File: src/sv/sldd_pkg.sv
package sldd_pkg;

   localparam int BYTE_W  = 8;
   localparam int HDR_W   = 4;
   localparam int WIDTH_W = 8;
   localparam int COUNT_W = 12;
   localparam int LINE_W  = 8;
   localparam int CHAR_W  = 6;
   localparam int DIST_W  = 3 * CHAR_W;
   localparam int CSR_IDX_W  = 2;
   localparam int CSR_DATA_W = 12;

   localparam logic [BYTE_W-1:0] LINE_END    = 8'h0A;
   localparam logic [BYTE_W-1:0] CHAR_OFFSET = 8'h30;
   localparam logic [LINE_W-1:0] COUNT_MAX   = 8'hFF;
   localparam logic [1:0]        GROUP_LAST  = 2'd2;

   localparam logic [HDR_W-1:0]   HEADER_LINES_RST = 4'd3;
   localparam logic [WIDTH_W-1:0] LINE_WIDTH_RST   = 8'd64;
   localparam logic [COUNT_W-1:0] VALUE_LIMIT_RST  = 12'd682;
   localparam logic [LINE_W-1:0]  MIN_LINES_RST    = 8'd5;

   typedef enum logic [CSR_IDX_W-1:0] {
      REG_HEADER_LINES = 2'd0,
      REG_LINE_WIDTH   = 2'd1,
      REG_VALUE_LIMIT  = 2'd2,
      REG_MIN_LINES    = 2'd3
   } reg_index_type;

   typedef struct packed {
      logic [HDR_W-1:0]   header_lines;
      logic [WIDTH_W-1:0] line_width;
      logic [COUNT_W-1:0] value_limit;
      logic [LINE_W-1:0]  min_lines;
   } cfg_type;

   typedef struct packed {
      logic [DIST_W-1:0]  distance;
      logic [COUNT_W-1:0] value_index;
      logic               scan_end;
   } result_type;

endpackage

File: src/sv/sldd_req_if.sv
interface sldd_req_if;
   logic                          valid;
   logic                          ready;
   logic [sldd_pkg::BYTE_W-1:0]   rx_byte;

   modport source (output valid, output rx_byte, input ready);
   modport sink   (input valid, input rx_byte, output ready);
endinterface

File: src/sv/sldd_rsp_if.sv
interface sldd_rsp_if;
   logic                          valid;
   logic                          ready;
   logic [sldd_pkg::DIST_W-1:0]   distance;
   logic [sldd_pkg::COUNT_W-1:0]  value_index;
   logic                          scan_end;

   modport source (output valid, output distance, output value_index, output scan_end,
                   input ready);
   modport sink   (input valid, input distance, input value_index, input scan_end,
                   output ready);
endinterface

File: src/sv/sldd_csr.sv
module sldd_csr (
   input  logic                              clock,
   input  logic                              reset,
   input  logic                              csr_we,
   input  logic [sldd_pkg::CSR_IDX_W-1:0]    csr_index,
   input  logic [sldd_pkg::CSR_DATA_W-1:0]   csr_data,
   output sldd_pkg::cfg_type                 cfg
);
   import sldd_pkg::*;

   cfg_type cfg_ff, cfg_in;

   always_comb begin
      cfg_in = cfg_ff;
      if (csr_we) begin
         unique case (reg_index_type'(csr_index))
            REG_HEADER_LINES: cfg_in.header_lines = csr_data[HDR_W-1:0];
            REG_LINE_WIDTH:   cfg_in.line_width   = csr_data[WIDTH_W-1:0];
            REG_VALUE_LIMIT:  cfg_in.value_limit  = csr_data[COUNT_W-1:0];
            REG_MIN_LINES:    cfg_in.min_lines    = csr_data[LINE_W-1:0];
            default:          cfg_in = cfg_ff;
         endcase
      end
   end

   always_ff @(posedge clock) begin
      if (reset) begin
         cfg_ff.header_lines <= HEADER_LINES_RST;
         cfg_ff.line_width   <= LINE_WIDTH_RST;
         cfg_ff.value_limit  <= VALUE_LIMIT_RST;
         cfg_ff.min_lines    <= MIN_LINES_RST;
      end else begin
         cfg_ff <= cfg_in;
      end
   end

   assign cfg = cfg_ff;
endmodule

File: src/sv/sldd_in_reg.sv
module sldd_in_reg (
   input  logic                          clock,
   input  logic                          reset,
   sldd_req_if.sink                      req_chan,
   input  logic                          take,
   output logic                          byte_valid,
   output logic [sldd_pkg::BYTE_W-1:0]   byte_data
);
   import sldd_pkg::*;

   logic              valid_ff, valid_in;
   logic [BYTE_W-1:0] data_ff, data_in;
   logic              load;

   // stage refills in the same cycle it is consumed
   assign req_chan.ready = !valid_ff || take;
   assign load = req_chan.valid && req_chan.ready;

   always_comb begin
      valid_in = valid_ff;
      data_in  = data_ff;
      if (load) begin
         valid_in = 1'b1;
         data_in  = req_chan.rx_byte;
      end else if (take) begin
         valid_in = 1'b0;
      end
   end

   always_ff @(posedge clock) begin
      if (reset) begin
         valid_ff <= 1'b0;
      end else begin
         valid_ff <= valid_in;
      end
      data_ff <= data_in;
   end

   assign byte_valid = valid_ff;
   assign byte_data  = data_ff;
endmodule

File: src/sv/sldd_decode.sv
module sldd_decode (
   input  logic                          clock,
   input  logic                          reset,
   input  sldd_pkg::cfg_type             cfg,
   input  logic                          byte_valid,
   input  logic [sldd_pkg::BYTE_W-1:0]   byte_data,
   input  logic                          out_free,
   output logic                          take,
   output logic                          emit,
   output sldd_pkg::result_type          result
);
   import sldd_pkg::*;

   logic [LINE_W-1:0]   line_ff, line_in;
   logic [WIDTH_W-1:0]  col_ff, col_in;
   logic [1:0]          group_ff, group_in;
   logic [2*CHAR_W-1:0] partial_ff, partial_in;
   logic [COUNT_W-1:0]  emitted_ff, emitted_in;

   logic              is_end;
   logic              end_scan;
   logic              keep;
   logic [BYTE_W-1:0] shifted;
   logic [CHAR_W-1:0] char_bits;

   assign take      = byte_valid && out_free;
   assign is_end    = byte_data == LINE_END;
   assign end_scan  = is_end && col_ff == '0 && line_ff > cfg.min_lines;
   assign keep      = !is_end
                      && line_ff >= {{(LINE_W-HDR_W){1'b0}}, cfg.header_lines}
                      && col_ff < cfg.line_width
                      && emitted_ff < cfg.value_limit;
   assign shifted   = byte_data - CHAR_OFFSET;
   assign char_bits = shifted[CHAR_W-1:0];

   assign emit = take && (end_scan || (keep && group_ff == GROUP_LAST));

   always_comb begin
      result.scan_end    = end_scan;
      result.value_index = emitted_ff;
      result.distance    = end_scan ? '0 : {partial_ff, char_bits};
   end

   always_comb begin
      line_in    = line_ff;
      col_in     = col_ff;
      group_in   = group_ff;
      partial_in = partial_ff;
      emitted_in = emitted_ff;
      if (take) begin
         if (end_scan) begin
            line_in    = '0;
            col_in     = '0;
            group_in   = '0;
            partial_in = '0;
            emitted_in = '0;
         end else if (is_end) begin
            if (line_ff != COUNT_MAX) line_in = line_ff + 1'b1;
            col_in = '0;
         end else begin
            if (col_ff != COUNT_MAX) col_in = col_ff + 1'b1;
            if (keep) begin
               if (group_ff == GROUP_LAST) begin
                  group_in   = '0;
                  partial_in = '0;
                  emitted_in = emitted_ff + 1'b1;
               end else begin
                  group_in   = group_ff + 1'b1;
                  partial_in = {partial_ff[CHAR_W-1:0], char_bits};
               end
            end
         end
      end
   end

   always_ff @(posedge clock) begin
      if (reset) begin
         line_ff    <= '0;
         col_ff     <= '0;
         group_ff   <= '0;
         partial_ff <= '0;
         emitted_ff <= '0;
      end else begin
         line_ff    <= line_in;
         col_ff     <= col_in;
         group_ff   <= group_in;
         partial_ff <= partial_in;
         emitted_ff <= emitted_in;
      end
   end
endmodule

File: src/sv/sldd_out_reg.sv
module sldd_out_reg (
   input  logic                   clock,
   input  logic                   reset,
   input  logic                   load,
   input  sldd_pkg::result_type   result,
   output logic                   out_free,
   sldd_rsp_if.source             rsp_chan
);
   import sldd_pkg::*;

   logic       valid_ff, valid_in;
   result_type data_ff, data_in;

   assign out_free = !valid_ff || rsp_chan.ready;

   always_comb begin
      valid_in = valid_ff;
      data_in  = data_ff;
      if (load) begin
         valid_in = 1'b1;
         data_in  = result;
      end else if (rsp_chan.ready) begin
         valid_in = 1'b0;
      end
   end

   always_ff @(posedge clock) begin
      if (reset) begin
         valid_ff <= 1'b0;
      end else begin
         valid_ff <= valid_in;
      end
      data_ff <= data_in;
   end

   assign rsp_chan.valid       = valid_ff;
   assign rsp_chan.distance    = data_ff.distance;
   assign rsp_chan.value_index = data_ff.value_index;
   assign rsp_chan.scan_end    = data_ff.scan_end;
endmodule

File: src/sv/scan_line_deframe_and_decode.sv
// A byte is held in the input register, then its result is captured in the
// result register, which drives the response channel.
// Throughput: one byte per cycle while results are taken; the line, column
// and group counters update as each byte is taken, so bytes stream back to back.
// Reset: synchronous; registers return to their defaults, scan state clears.
module scan_line_deframe_and_decode (
   input  logic                              clock,
   input  logic                              reset,
   sldd_req_if.sink                          req_chan,
   sldd_rsp_if.source                        rsp_chan,
   input  logic                              csr_we,
   input  logic [sldd_pkg::CSR_IDX_W-1:0]    csr_index,
   input  logic [sldd_pkg::CSR_DATA_W-1:0]   csr_data
);
   import sldd_pkg::*;

   cfg_type           cfg;
   logic              take;
   logic              emit;
   logic              out_free;
   logic              byte_valid;
   logic [BYTE_W-1:0] byte_data;
   result_type        result;

   sldd_csr u_csr (
      .clock     (clock),
      .reset     (reset),
      .csr_we    (csr_we),
      .csr_index (csr_index),
      .csr_data  (csr_data),
      .cfg       (cfg)
   );

   sldd_in_reg u_in_reg (
      .clock      (clock),
      .reset      (reset),
      .req_chan   (req_chan),
      .take       (take),
      .byte_valid (byte_valid),
      .byte_data  (byte_data)
   );

   sldd_decode u_decode (
      .clock      (clock),
      .reset      (reset),
      .cfg        (cfg),
      .byte_valid (byte_valid),
      .byte_data  (byte_data),
      .out_free   (out_free),
      .take       (take),
      .emit       (emit),
      .result     (result)
   );

   sldd_out_reg u_out_reg (
      .clock    (clock),
      .reset    (reset),
      .load     (emit),
      .result   (result),
      .out_free (out_free),
      .rsp_chan (rsp_chan)
   );
endmodule

File: src/flat_wrapper.sv
// flat-port wrapper written by rule: the top's interface ports become plain ports
module scan_line_deframe_and_decode_flat import sldd_pkg::*;
  (clock, reset, csr_we, csr_index, csr_data, req_chan_valid, req_chan_rx_byte, req_chan_ready, rsp_chan_valid, rsp_chan_distance, rsp_chan_value_index, rsp_chan_scan_end, rsp_chan_ready);
  sldd_req_if req_chan_i ();
  sldd_rsp_if rsp_chan_i ();
  input  logic clock;
  input  logic reset;
  input  logic csr_we;
  input  logic [sldd_pkg::CSR_IDX_W-1:0] csr_index;
  input  logic [sldd_pkg::CSR_DATA_W-1:0] csr_data;
  input wire logic [$bits(req_chan_i.valid)-1:0] req_chan_valid;
  input wire logic [$bits(req_chan_i.rx_byte)-1:0] req_chan_rx_byte;
  output wire logic [$bits(req_chan_i.ready)-1:0] req_chan_ready;
  output wire logic [$bits(rsp_chan_i.valid)-1:0] rsp_chan_valid;
  output wire logic [$bits(rsp_chan_i.distance)-1:0] rsp_chan_distance;
  output wire logic [$bits(rsp_chan_i.value_index)-1:0] rsp_chan_value_index;
  output wire logic [$bits(rsp_chan_i.scan_end)-1:0] rsp_chan_scan_end;
  input wire logic [$bits(rsp_chan_i.ready)-1:0] rsp_chan_ready;
  assign req_chan_i.valid = req_chan_valid;
  assign req_chan_i.rx_byte = req_chan_rx_byte;
  assign req_chan_ready = req_chan_i.ready;
  assign rsp_chan_valid = rsp_chan_i.valid;
  assign rsp_chan_distance = rsp_chan_i.distance;
  assign rsp_chan_value_index = rsp_chan_i.value_index;
  assign rsp_chan_scan_end = rsp_chan_i.scan_end;
  assign rsp_chan_i.ready = rsp_chan_ready;
  scan_line_deframe_and_decode u_core (.clock(clock), .reset(reset), .req_chan(req_chan_i), .rsp_chan(rsp_chan_i), .csr_we(csr_we), .csr_index(csr_index), .csr_data(csr_data));
endmodule
File: config.mk
export PLATFORM = sky130hd
export DESIGN_NAME = scan_line_deframe_and_decode_flat
export DESIGN_NICKNAME = d
export VERILOG_FILES = /design/src/sv/sldd_pkg.sv /design/src/sv/sldd_req_if.sv /design/src/sv/sldd_rsp_if.sv /design/src/sv/sldd_csr.sv /design/src/sv/sldd_in_reg.sv /design/src/sv/sldd_decode.sv /design/src/sv/sldd_out_reg.sv /design/src/sv/scan_line_deframe_and_decode.sv /design/src/flat_wrapper.sv
export SDC_FILE = /design/constraint.sdc
export NUM_CORES = 1
export LEC_CHECK = 0
export BUFFER_PORTS_ARGS = -buffer_cell sky130_fd_sc_hd__buf_2
export CORE_MARGIN = 3
export CORE_UTILIZATION = 30
export DETAILED_ROUTE_END_ITERATION = 10
export SLEW_MARGIN = 20
export SYNTH_ARGS = -nofsm -noshare
export SYNTH_HDL_FRONTEND = slang
export SYNTH_SLANG_ARGS = --single-unit
File: constraint.sdc
create_clock -name clock -period 3.2 [get_ports clock]
set_clock_uncertainty 0.05 [all_clocks]
set_input_delay 0.64 -clock clock [delete_from_list [all_inputs] [get_ports clock]]
set_output_delay 0.64 -clock clock [all_outputs]
set_load 0.05 [all_outputs]
==> flow_summary.yaml <==
run_status:
  outcome: "complete, no violations"
power_and_ir_drop:
  internal_power_w: 0.00277
  p_switching_w: 0.000791
  peakVddDrop_mv: 0.374
  power_density_nw_per_um2: 563
  power_frac_clock_pct: 52.6
  combPwrFrac_pct: 3.8
  sw_frac_of_total_pct: 22.2
  leakagePower_nw: 2.69
  power_frac_seq_pct: 43.5
global_route:
  grt_pass1_vias: 3716
  grt_pass1_wl_um: 18200
  antenna_found_initial: 0
  grt_max_degree: 50
  gr-total-overflow: 0
  track_usage_pct: 12.6
die:
  core_area_um2: 16800
  die_h_um: 138
  start_util_pct: 31.0
  fp-row-count: 47
  num_io_pins: 60
  die_w_um: 138
  die-area_um2: 18900
timing:
  worstMarginPinSlew_ns: 0.879
  relSlewSlack_pct: 41.4
  holdWs_ns: 0.346
  hold_viol: 0
  setup_tns_ns: 0
  timing.final.crit_period_ns: 2.81
  max_freq_mhz: 356
  period_share_pct: 87.8
  grt_setup_unrepaired: "false"
  slew_viol_final: 0
  setup_viol_count_final: 0
placement:
  place_area_um2: 5730
  gp_congestion: 0.827
  place.port_buffers: 59
  place.detailed.hpwl_um: 8150
detailed_routing:
  routed_wirelength_um: 11000
  drtPass1Iterations: 4
  vias: 3753
  avgViaCountPerCell: 4.62
  wl_per_cell_um: 13.5
  first_iter_violations: 232
  drc: 0
  ant_nets: 0
yosys:
  synthCells: 516
  synth_seq_area_share_pct: 51.9
  async_flop_share_pct: 0
  avgSynthCellArea_um2: 10.1
  synth_ff_type: "dfxtp_1"
  yosysTopAreaCellShare_pct: 29.3
  yosys_register_bits: 115
  synth_area_um2: 5190
  yosys_warnings: 0
  synth_edf_count: 39
  synth_nets: 578
  synth_top_area_cell: "dfxtp_1"
  synth_top_cells_by_area: "dfxtp_1, edfxtp_1, ha_1"
  synth.distinct_cells: 47
setup_path:
  cp.arrival_ns: 3.11
  slowest_delay_ns: 0.59
  path_class: "flop to flop"
  crit_fanout: 12
  worstPathCellList: "nor4b_1 > nand4b_1 > o2111ai_1 > a211oi_2 > a21o_1 > nor2_1 > a22o_1"
  path_depth: 7
  crit_family: "simple AND/OR/NAND/NOR gates"
  crit_path_end_kind: "flop"
  cp-start-kind: "flop"
  reg2reg_depth: 7
  critPathSlowestCell: "nor2_1"
  path_buf_inv: 0
  critPathRequiredTime_ns: 3.51
cts:
  cts_setup_buffers: 0
  cts_tree: "built"
  cts_buffers: 17
  cts_resized: 0
  htreeDepth: 4
  clk_latency_ns: 0.41
  cts.sinks: 115
  holdBufCountCts: 0
  path_clk_slew_ns: 0.06
  clk_path_buf_depth: 2
  clockRootBuffer: "clkbuf_16"
run:
  maxCapViolCount: 0
worst_hold_path:
  hold_depth: 1
  holdCritPathClass: "input port to flop"
cells_and_area:
  antennaDiodeCount: 0
  syn2layout_area_growth_pct: 21.8
  fin_nets: 641
  fin_area_um2: 6320
  drive_gt1_share_pct: 17.4
  nFillCells: 1682
synth_stat cells (3+ instances only):
cell type / n
o21ai_0: 9
o211ai_1: 3
nand3b_1: 9
nand4_1: 9
a21o_1: 5
and3_1: 7
nor2_1: 52
ha_1: 35
edfxtp_1: 39
nor2b_1: 22
buf_2: 4
nor3_1: 6
nand2b_1: 5
dfxtp_1: 76
a22o_1: 11
nand2_1: 54
inv_1: 35
o2111ai_1: 4
clkbuf_1: 14
nor4b_1: 3
mux2i_1: 9
xor2_1: 20
and2_1: 3
and4_1: 4
nand3_1: 22
a211o_1: 3
a21oi_1: 26
flip-flops by register name, summed over array words and instances (netlist names):
| signal | count |
|---|---|
| u_core.u_csr.cfg | 32 |
| u_core.u_out_reg.rsp_chan.distance | 18 |
| u_core.u_decode.emitted_ff | 12 |
| u_core.u_decode.partial_ff | 12 |
| u_core.u_out_reg.rsp_chan.value_index | 12 |
| u_core.u_decode.col_ff | 8 |
| u_core.u_decode.line_ff | 8 |
| u_core.u_in_reg.byte_data | 8 |
| u_core.u_decode.group_ff | 2 |
| u_core.u_in_reg.byte_valid | 1 |
| u_core.u_out_reg.rsp_chan.scan_end | 1 |
| u_core.u_out_reg.rsp_chan.valid | 1 |
stage by stage:
| stage | total power [W] | setup WS [ns] | cells | util [%] |
|---|---|---|---|---|
| 6_report | 0.00356 | 0.391 | 812 | 37.7 |
| 5_1_grt | 0.00370 | 0.164 | 812 | 37.7 |
| 4_1_cts | 0.00360 | 0.398 | 812 | 37.7 |
| 3_5_place_dp | 0.00172 | 0.459 | 780 | 34.2 |
| 3_3_place_gp | 0.00171 | 0.520 | 780 | 34.2 |
| 2_1_floorplan | 0.00167 | 0.242 | 516 | - |
layout by cell type (no fill, tap or decap), types with 2 or more instances in the layout:
cell / instances
and2_1: 3
clkinv_4: 5
nor4_1: 2
edfxtp_1: 39
or2_2: 2
nand3b_1: 9
inv_6: 4
nor4b_1: 3
nand4_1: 9
nand3_1: 22
or3_1: 2
mux2i_1: 9
nand2_1: 54
nor3b_1: 2
o211ai_1: 3
and3_1: 7
xor2_1: 20
bufinv_16: 2
nor2b_1: 22
inv_1: 35
nor2_1: 52
o311ai_1: 2
buf_4: 3
a211o_1: 3
clkbuf_16: 17
o2111ai_1: 4
o21a_1: 2
buf_2: 59
dfxtp_1: 76
a21o_1: 5
a22o_1: 11
o21ai_0: 9
and4_1: 4
nand2b_1: 5
ha_1: 35
nor3_1: 6
a21oi_1: 26
o31ai_1: 2
routing by layer:
layer	GRT usage, %	up-vias	wire length [um]
li1	-	1930	-
met1	15.3	1732	5080
met2	20.0	83	5110
met3	5.04	8	683
met4	4.55	0	90
met5	0	-	0
cell type report:
class / instances / area (um2) / area share (%)
inverters: 35 / 131 / 2.08
well taps: 220 / 275 / 4.35
clock inverters: 13 / 151 / 2.39
multi-input cells: 347 / 2290 / 36.2
repair buffers: 63 / 338 / 5.34
flip-flops and latches: 115 / 2690 / 42.6
clock buffers: 19 / 443 / 7.00
power by group through the flow:
stage	Combinational [W]	Clock (W)	Sequential (W)
4_1_cts	0.000139	0.00191	0.00155
5_1_grt	0.000157	0.00199	0.00155
6_report	0.000137	0.00187	0.00155
3_3_place_gp	0.000135	0	0.00158
3_5_place_dp	0.000138	0	0.00158
2_1_floorplan	0.0000919	0	0.00157
kinds of logic (layout without fill, tap and decap cells):
logic type | after synthesis | in the layout | share of synthesized area, %
flip-flops | 115 | 115 | 51.9
buffers and inverters | 54 | 130 | 4.00
multiplexers | 9 | 9 | 1.74
adder cells (fa/ha/maj) | 35 | 35 | 8.43
AND/OR/NAND/NOR | 208 | 208 | 20.4
AO/OA/AOI/OAI | 74 | 74 | 10.1
XOR/XNOR | 21 | 21 | 3.54
final timing paths:
| check | start | endpoint | slack (ns) |
|---|---|---|---|
| worst max-delay path | u_core.u_in_reg.byte_data[0]$_DFFE_PP_ | u_core.u_decode.partial_ff[8]$_SDFFE_PP0P_ | 0.39 |
| worst min-delay path | req_chan_rx_byte[7] | u_core.u_in_reg.byte_data[7]$_DFFE_PP_ | 0.35 |
| worst max register to register | u_core.u_in_reg.byte_data[0]$_DFFE_PP_ | u_core.u_decode.partial_ff[8]$_SDFFE_PP0P_ | 0.39 |
| worst min register to register | u_core.u_csr.cfg[1]$_SDFFE_PP0P_ | u_core.u_csr.cfg[1]$_SDFFE_PP0P_ | 0.40 |
Note: power is estimated with default switching activity, not from simulation.
